==> src/design/bsfd_pkg.sv <==
// Shared types and constants for the byte stream frame deframer.
`timescale 1ns / 1ps
`default_nettype none

package bsfd_pkg;

    // Configuration register indexes.
    localparam int unsigned CFG_INDEX_W = 4;
    localparam logic [CFG_INDEX_W-1:0] REG_START_BYTE = 4'd0;
    localparam logic [CFG_INDEX_W-1:0] REG_END_BYTE   = 4'd1;

    // Result kinds.
    localparam logic [1:0] KIND_PAYLOAD = 2'd0;
    localparam logic [1:0] KIND_DONE    = 2'd1;
    localparam logic [1:0] KIND_DROP    = 2'd2;

    // The length field never spans more than four bytes.
    localparam int unsigned LEN_IDX_W = 2;

    typedef enum logic [2:0] {
        PH_HUNT = 3'd0,
        PH_MODE = 3'd1,
        PH_LEN  = 3'd2,
        PH_DATA = 3'd3,
        PH_END  = 3'd4
    } phase_t;

    typedef struct packed {
        logic [7:0] rx_byte;
        logic       link_fault;
    } item_t;

    typedef struct packed {
        logic [1:0]  out_kind;
        logic [7:0]  out_byte;
        logic [7:0]  frame_mode;
        logic [31:0] frame_length;
    } result_t;

    typedef struct packed {
        logic [7:0] start_byte;
        logic [7:0] end_byte;
    } cfg_t;

endpackage

`default_nettype wire

==> src/design/bsfd_parser.sv <==
// Input register and frame parsing state machine of the deframer.
`timescale 1ns / 1ps
`default_nettype none

module bsfd_parser
    import bsfd_pkg::*;
#(
    parameter int unsigned START_CODE_BYTES = 4,
    parameter int unsigned END_CODE_BYTES   = 4,
    parameter int unsigned LENGTH_BYTES     = 4
) (
    input  wire logic    clk,
    input  wire logic    rst_n,
    input  wire cfg_t    cfg,
    input  wire logic    item_valid,
    output logic         item_stall,
    input  wire item_t   item,
    input  wire logic    full,
    output logic         push,
    output result_t      push_data
);

    logic    in_valid_reg, in_valid_next;
    item_t   in_reg;
    logic    accept, advance;

    phase_t               phase_reg, phase_next;
    logic [2:0]           match_reg, match_next;
    logic [7:0]           mode_reg, mode_next;
    logic [31:0]          length_reg, length_next;
    logic [LEN_IDX_W-1:0] lidx_reg, lidx_next;
    logic [31:0]          remain_reg, remain_next;

    logic [2:0]  match_inc;
    logic [2:0]  lidx_inc;
    logic [31:0] len_lane;
    logic [31:0] len_merged;
    logic [31:0] remain_dec;
    logic        emit;
    logic [1:0]  emit_kind;
    logic [7:0]  emit_byte;
    logic [7:0]  b;

    // The input register moves on whenever the result buffer has room.
    assign advance    = in_valid_reg && !full;
    assign item_stall = in_valid_reg && full;
    assign accept     = item_valid && !item_stall;

    always_comb
    begin
        if (accept)
        begin
            in_valid_next = 1'b1;
        end
        else if (advance)
        begin
            in_valid_next = 1'b0;
        end
        else
        begin
            in_valid_next = in_valid_reg;
        end
    end

    assign b          = in_reg.rx_byte;
    assign match_inc  = match_reg + 3'd1;
    assign lidx_inc   = {1'b0, lidx_reg} + 3'd1;
    assign remain_dec = remain_reg - 32'd1;

    always_comb
    begin
        case (lidx_reg)
            2'd0:    len_lane = {24'd0, b};
            2'd1:    len_lane = {16'd0, b, 8'd0};
            2'd2:    len_lane = {8'd0, b, 16'd0};
            default: len_lane = {b, 24'd0};
        endcase
    end

    assign len_merged = length_reg | len_lane;

    always_comb
    begin
        phase_next  = phase_reg;
        match_next  = match_reg;
        mode_next   = mode_reg;
        length_next = length_reg;
        lidx_next   = lidx_reg;
        remain_next = remain_reg;
        emit        = 1'b0;
        emit_kind   = KIND_PAYLOAD;
        emit_byte   = 8'd0;

        if (in_reg.link_fault)
        begin
            // A fault abandons any frame; while hunting it only clears the run.
            match_next = 3'd0;
            phase_next = PH_HUNT;
            if (phase_reg == PH_MODE || phase_reg == PH_LEN ||
                phase_reg == PH_DATA || phase_reg == PH_END)
            begin
                emit      = 1'b1;
                emit_kind = KIND_DROP;
            end
        end
        else
        begin
            case (phase_reg)
                PH_MODE:
                begin
                    mode_next   = b;
                    length_next = 32'd0;
                    lidx_next   = '0;
                    phase_next  = PH_LEN;
                end
                PH_LEN:
                begin
                    length_next = len_merged;
                    if (lidx_inc >= 3'(LENGTH_BYTES))
                    begin
                        lidx_next   = '0;
                        remain_next = len_merged;
                        match_next  = 3'd0;
                        phase_next  = (len_merged == 32'd0) ? PH_END : PH_DATA;
                    end
                    else
                    begin
                        lidx_next = lidx_inc[LEN_IDX_W-1:0];
                    end
                end
                PH_DATA:
                begin
                    remain_next = remain_dec;
                    if (remain_dec == 32'd0)
                    begin
                        match_next = 3'd0;
                        phase_next = PH_END;
                    end
                    emit      = 1'b1;
                    emit_kind = KIND_PAYLOAD;
                    emit_byte = b;
                end
                PH_END:
                begin
                    if (b != cfg.end_byte)
                    begin
                        match_next = 3'd0;
                        phase_next = PH_HUNT;
                        emit       = 1'b1;
                        emit_kind  = KIND_DROP;
                    end
                    else if (match_inc >= 3'(END_CODE_BYTES))
                    begin
                        match_next = 3'd0;
                        phase_next = PH_HUNT;
                        emit       = 1'b1;
                        emit_kind  = KIND_DONE;
                    end
                    else
                    begin
                        match_next = match_inc;
                    end
                end
                default:
                begin
                    // Hunting, and any code that means nothing is treated so.
                    phase_next = PH_HUNT;
                    if (b != cfg.start_byte)
                    begin
                        match_next = 3'd0;
                    end
                    else if (match_inc >= 3'(START_CODE_BYTES))
                    begin
                        match_next  = 3'd0;
                        mode_next   = 8'd0;
                        length_next = 32'd0;
                        lidx_next   = '0;
                        remain_next = 32'd0;
                        phase_next  = PH_MODE;
                    end
                    else
                    begin
                        match_next = match_inc;
                    end
                end
            endcase
        end
    end

    assign push                   = advance && emit;
    assign push_data.out_kind     = emit_kind;
    assign push_data.out_byte     = emit_byte;
    assign push_data.frame_mode   = mode_next;
    assign push_data.frame_length = length_next;

    always_ff @(posedge clk or negedge rst_n)
    begin
        if (!rst_n)
        begin
            in_valid_reg <= 1'b0;
            phase_reg    <= PH_HUNT;
            match_reg    <= 3'd0;
            mode_reg     <= 8'd0;
            length_reg   <= 32'd0;
            lidx_reg     <= '0;
            remain_reg   <= 32'd0;
        end
        else
        begin
            in_valid_reg <= in_valid_next;
            if (advance)
            begin
                phase_reg  <= phase_next;
                match_reg  <= match_next;
                mode_reg   <= mode_next;
                length_reg <= length_next;
                lidx_reg   <= lidx_next;
                remain_reg <= remain_next;
            end
        end
    end

    always_ff @(posedge clk)
    begin
        if (accept)
        begin
            in_reg <= item;
        end
    end

endmodule

`default_nettype wire

==> src/design/bsfd_out_buf.sv <==
// Two-entry result buffer that decouples the parser from output stalls.
`timescale 1ns / 1ps
`default_nettype none

module bsfd_out_buf
    import bsfd_pkg::*;
(
    input  wire logic    clk,
    input  wire logic    rst_n,
    input  wire logic    push,
    input  wire result_t push_data,
    output logic         full,
    output logic         result_valid,
    input  wire logic    result_stall,
    output result_t      result
);

    result_t    entry_reg [2];
    logic       wr_ptr_reg, rd_ptr_reg;
    logic [1:0] count_reg, count_next;
    logic       pop;

    assign full         = (count_reg == 2'd2);
    assign result_valid = (count_reg != 2'd0);
    assign result       = entry_reg[rd_ptr_reg];
    assign pop          = result_valid && !result_stall;

    always_comb
    begin
        count_next = count_reg;
        if (push && !pop)
        begin
            count_next = count_reg + 2'd1;
        end
        else if (pop && !push)
        begin
            count_next = count_reg - 2'd1;
        end
    end

    always_ff @(posedge clk or negedge rst_n)
    begin
        if (!rst_n)
        begin
            wr_ptr_reg <= 1'b0;
            rd_ptr_reg <= 1'b0;
            count_reg  <= 2'd0;
        end
        else
        begin
            count_reg <= count_next;
            if (push)
            begin
                wr_ptr_reg <= !wr_ptr_reg;
            end
            if (pop)
            begin
                rd_ptr_reg <= !rd_ptr_reg;
            end
        end
    end

    always_ff @(posedge clk)
    begin
        if (push)
        begin
            entry_reg[wr_ptr_reg] <= push_data;
        end
    end

endmodule

`default_nettype wire

==> src/design/byte_stream_frame_deframer_unit.sv <==
// Top level of the byte stream frame deframer.
// A result passes from the input register through the two-entry result buffer
// before it is presented at the result port.
// Throughput: one request per cycle while the result buffer is not full; the parse step
// lies between the input register and the two-entry result buffer.
// Reset: asynchronous, active low; the parser hunts for a start code, both
// delimiter bytes read zero and the result buffer is empty.
`timescale 1ns / 1ps
`default_nettype none

module byte_stream_frame_deframer_unit
    import bsfd_pkg::*;
#(
    parameter int unsigned START_CODE_BYTES = 4,
    parameter int unsigned END_CODE_BYTES   = 4,
    parameter int unsigned LENGTH_BYTES     = 4
) (
    input  wire logic                   clk,
    input  wire logic                   rst_n,
    input  wire logic                   cfg_valid,
    output logic                        cfg_ready,
    input  wire logic [CFG_INDEX_W-1:0] cfg_index,
    input  wire logic [7:0]             cfg_data,
    input  wire logic                   item_valid,
    output logic                        item_stall,
    input  wire item_t                  item,
    output logic                        result_valid,
    input  wire logic                   result_stall,
    output result_t                     result
);

    // The delimiter registers accept a write in any cycle. Writes to an
    // index outside the register list are taken and have no effect.
    cfg_t    cfg_reg;
    logic    push;
    result_t push_data;
    logic    full;

    assign cfg_ready = 1'b1;

    always_ff @(posedge clk or negedge rst_n)
    begin
        if (!rst_n)
        begin
            cfg_reg <= '0;
        end
        else if (cfg_valid && cfg_ready)
        begin
            case (cfg_index)
                REG_START_BYTE: cfg_reg.start_byte <= cfg_data;
                REG_END_BYTE:   cfg_reg.end_byte   <= cfg_data;
                default:        cfg_reg            <= cfg_reg;
            endcase
        end
    end

    // The parser holds each request in its input register until the result buffer has
    // room and updates the frame state as it moves on. It stalls the input only when
    // its register is occupied and the result buffer is full.
    bsfd_parser #(
        .START_CODE_BYTES (START_CODE_BYTES),
        .END_CODE_BYTES   (END_CODE_BYTES),
        .LENGTH_BYTES     (LENGTH_BYTES)
    ) u_parser (
        .clk        (clk),
        .rst_n      (rst_n),
        .cfg        (cfg_reg),
        .item_valid (item_valid),
        .item_stall (item_stall),
        .item       (item),
        .full       (full),
        .push       (push),
        .push_data  (push_data)
    );

    // Two entries let a result wait at the port while the next one is made.
    bsfd_out_buf u_out_buf (
        .clk          (clk),
        .rst_n        (rst_n),
        .push         (push),
        .push_data    (push_data),
        .full         (full),
        .result_valid (result_valid),
        .result_stall (result_stall),
        .result       (result)
    );

endmodule

`default_nettype wire

==> config.mk <==
export PLATFORM = sky130hd
export DESIGN_NAME = byte_stream_frame_deframer_unit
export DESIGN_NICKNAME = d
export VERILOG_FILES = /design/src/design/bsfd_pkg.sv /design/src/design/bsfd_parser.sv /design/src/design/bsfd_out_buf.sv /design/src/design/byte_stream_frame_deframer_unit.sv
export SDC_FILE = /design/constraint.sdc
export NUM_CORES = 1
export LEC_CHECK = 0
export BUFFER_PORTS_ARGS = -buffer_cell sky130_fd_sc_hd__clkbuf_2
export CORE_MARGIN = 2
export CORE_UTILIZATION = 61
export DETAILED_ROUTE_END_ITERATION = 8
export HOLD_SLACK_MARGIN = 0.12
export PLACE_DENSITY = 0.81
export SLEW_MARGIN = 10
export SYNTH_ARGS = -nofsm -noshare
export SYNTH_HDL_FRONTEND = slang
export SYNTH_HIERARCHICAL = 1
export SYNTH_SLANG_ARGS = --single-unit
==> constraint.sdc <==
create_clock -name clk -period 5.1 [get_ports clk]
set_input_delay 0.765 -clock clk [delete_from_list [all_inputs] [get_ports clk]]
set_output_delay 0.765 -clock clk [all_outputs]
set_load 0.01 [all_outputs]
==> results.yml <==
logic_synthesis:
  synthArstFlopShare: 0.4810
  yosys.area_share.simple: 0.1445
  netlist_instances: 957
  synth_fa_ha_area_frac: 0.009265
  synth_compound_area_frac: 0.1450
  synth_top_family_by_area: "compound AO/OA/AOI/OAI gates"
  synth-edff-count: 109
  yosys_warnings: 6
  synth.area.mux_share: 0.1008
  syn_avg_cell_area_um2: 11.29
  syn_area_um2: 10800
  synth_seq_cells: 210
  synthFlopType: "edfxtp_1"
  synthDistinctLibCells: 71
  synthXorXnorAreaFrac: 0.02513
  synth_fp_nets: 991
  yosysSeqAreaShare: 0.5369
power:
  seqPwrFrac: 0.534
  power.leakage_uw: 0.004855
  switching_share: 0.2161
  clkPwrFrac: 0.431
  ir_drop_mv: 0.2049
  p_switching_uw: 750.8
  power_density_nw_per_um2: 291.7
  power_frac_comb: 0.036
  intPower_uw: 2724
  fin_total_pwr_uw: 3475
final_layout:
  largest_reg_flops: 100
  multiInputGateArea_um2: 4619
  register_area_um2: 5802
  num-fill-cells: 1255
  drive_gt1_frac: 0.2258
  syn2layout_area_growth_pct: 10.28
  diodes: 0
  nets: 1041
grt:
  grt_max_degree: 70
  grt_use_met3: 0.04593
  gr-usage-met1: 0.4066
  grt_pass1_vias: 7695
  antenna_found_initial: 1
  grt_pass1_wl_um: 41500
  globalRoute.busiestLayer: "met2"
  overflow: 0
  grt_use_met2: 0.4544
  grt_usage: 0.2853
floorplanning:
  start_util: 0.6246
  std_cell_rows: 48
  die_w_um: 137.1
  core_um2: 17300
  io_pins: 79
  dieArea_um2: 18790
  chipHeight_um: 137.1
clocking:
  cts_hold_buf: 0
  cts_num_sinks: 210
  cts_tree: "done"
  htree_levels: 1
  insertion_delay_ns: 0.50
  root_buffer: "clkbuf_16"
  cts_resized: 0
  clkTransAtPathRegs_ns: 0.06
  cts_buffer_depth: 3
  cts_setup_buffers: 0
  cts_inserted_buffers: 22
timing:
  relSlewSlack: 0.3015
  fmax_mhz: 279.0
  tns_ns: 0
  finalClockSkew_ns: 0.008150
  hold_violations: 0
  worst_slack_ns: 1.516
  tightest_slew_ns: 1.038
  rsz0062_at_grt: "no"
  period_needed_ns: 3.584
  fin_hold_ws_ns: 0.3928
  finalMaxSlewViolations: 0
  period_share: 0.7028
  setup_viol: 0
detailed_routing:
  wl_um: 26310
  drc: 0
  drt-wirelength-per-cell_um: 21.08
  ant_nets: 0
  vias: 8207
  drtIter0Drc: 979
  dr.pass1.iters: 6
  avgViaCountPerCell: 6.576
placement:
  portBuffers: 77
  dp_hpwl_um: 17940
  place_ws_ns: 1.661
  gp_congestion: 0.9651
worst_hold_path:
  holdCritPathClass: "input pin to asynchronous set/reset pin"
critical_path:
  crit_fanout: 30
  cp.required_ns: 5.48
  path_class: "flip-flop to flip-flop"
  arrival_ns: 3.97
  critPathCaptureType: "flip-flop"
  start_kind: "flip-flop"
outcome:
  status: "completed"
job:
  drv_cap: 0
[cells in the mapped netlist, types with 5 or more instances]
cell type	n	area (um^2)
mux2_2	18	202.7
nor2_1	94	352.8
inv_1	13	48.80
xor2_1	16	140.1
xnor2_1	15	131.4
or4_1	7	52.55
clkbuf_1	46	172.7
edfxtp_1	109	3273
a22o_1	16	140.1
nand2_1	76	285.3
and3_1	12	75.07
o21ai_0	99	495.5
nor4_1	17	106.4
a31oi_1	29	181.4
and2_1	5	31.28
mux2_4	59	885.9
nand2b_1	5	31.28
a21oi_1	64	320.3
nand4_1	8	50.05
ha_1	8	100.1
nor2b_1	9	56.30
nor3_1	17	85.08
o2111ai_1	6	52.55
dfrtp_1	101	2527
buf_12	5	100.1
a21o_1	11	82.58
[per-stage QoR]
stage,instance area (um^2),std cells,utilization
2_1_floorplan,10800,957,-
3_3_place_gp,11240,1208,0.6497
3_5_place_dp,11240,1208,0.6497
4_1_cts,11920,1248,0.6889
5_1_grt,11920,1248,0.6889
6_report,11920,1248,0.6889
[placed cells by master (no fill, tap or decap), drive strengths merged, types with 4 or more instances in the layout]
master / count
a31oi: 29
a22o: 16
nor3: 17
nand4: 9
clkbuf: 103
nor2: 96
a21o: 11
dfrtp: 101
clkinv: 10
nor2b: 9
mux2: 77
nand2b: 7
and3: 12
a21boi: 5
nor4: 24
inv: 14
nand2: 76
a21oi: 64
and2: 5
nor3b: 4
or3: 6
or4: 8
nand3: 6
o31a: 4
xor2: 16
o21ai: 100
ha: 8
buf: 14
edfxtp: 109
o2111ai: 6
xnor2: 15
o31ai: 4
[critical path, cell delays in order (launching register included)]
cell       delay (ns)
edfxtp_1         0.65
xor2_1           0.24
nor4_1           0.47
nand3_1          0.15
o21ai_1          0.38
o2111ai_2        0.58
buf_4            0.44
nor4_1           0.29
o21ai_0          0.13
o311ai_0         0.13
[power by group through the flow]
stage / clock, uW / sequential [uW] / combinational (uW)
detailed placement: 0 / 1890 / 123
floorplan: 0 / 1860 / 89.8
global route: 1580 / 1860 / 138
CTS: 1520 / 1850 / 124
global placement: 0 / 1880 / 119
finish: 1500 / 1850 / 124
[layer usage]
| layer | vias to the layer above | wire length (um) |
|---|---|---|
| met5 | - | 37 |
| met4 | 2 | 717 |
| met3 | 70 | 2629 |
| met2 | 490 | 12160 |
| met1 | 4006 | 10760 |
| li1 | 3639 | - |
[layout make-up]
type | instances | area share
inverter | 13 | 0.004095
clock inverter | 13 | 0.005670
sequential | 210 | 0.4869
clock buffer | 27 | 0.05124
timing repair buffer | 90 | 0.04074
tap | 225 | 0.02363
multi-input combinational | 670 | 0.3877
[cell families after synthesis]
logic type | Yosys count
XOR/XNOR | 31
AND/OR/NAND/NOR | 293
flip-flops | 210
buffers and inverters | 77
AO/OA/AOI/OAI | 260
multiplexers | 77
other | 1
adder cells (fa/ha/maj) | 8
[worst paths after layout]
| check | slack (ns) | depth (start not counted) | from | end |
|---|---|---|---|---|
| worst max register to register | 1.52 | 9 | u_parser/b[2]$_DFFE_PP_ | u_parser/remain_reg[23]$_DFFE_PN0P_ |
| min in group clk | 0.44 | 1 | item[0] | u_parser/in_reg[0]$_DFFE_PP_ |
| worst max-delay path | 1.52 | 9 | u_parser/b[2]$_DFFE_PP_ | u_parser/remain_reg[23]$_DFFE_PN0P_ |
| worst min-delay path | 0.39 | 1 | rst_n | cfg_reg[2]$_DFFE_PN0P_ |
| worst min register to register | 0.49 | 1 | u_out_buf/count_reg[1]$_DFFE_PN0P_ | u_out_buf/count_reg[1]$_DFFE_PN0P_ |
| max in group asynchronous | 3.72 | 2 | rst_n | u_parser/remain_reg[21]$_DFFE_PN0P_ |
Power figures use the tool's default switching activity.
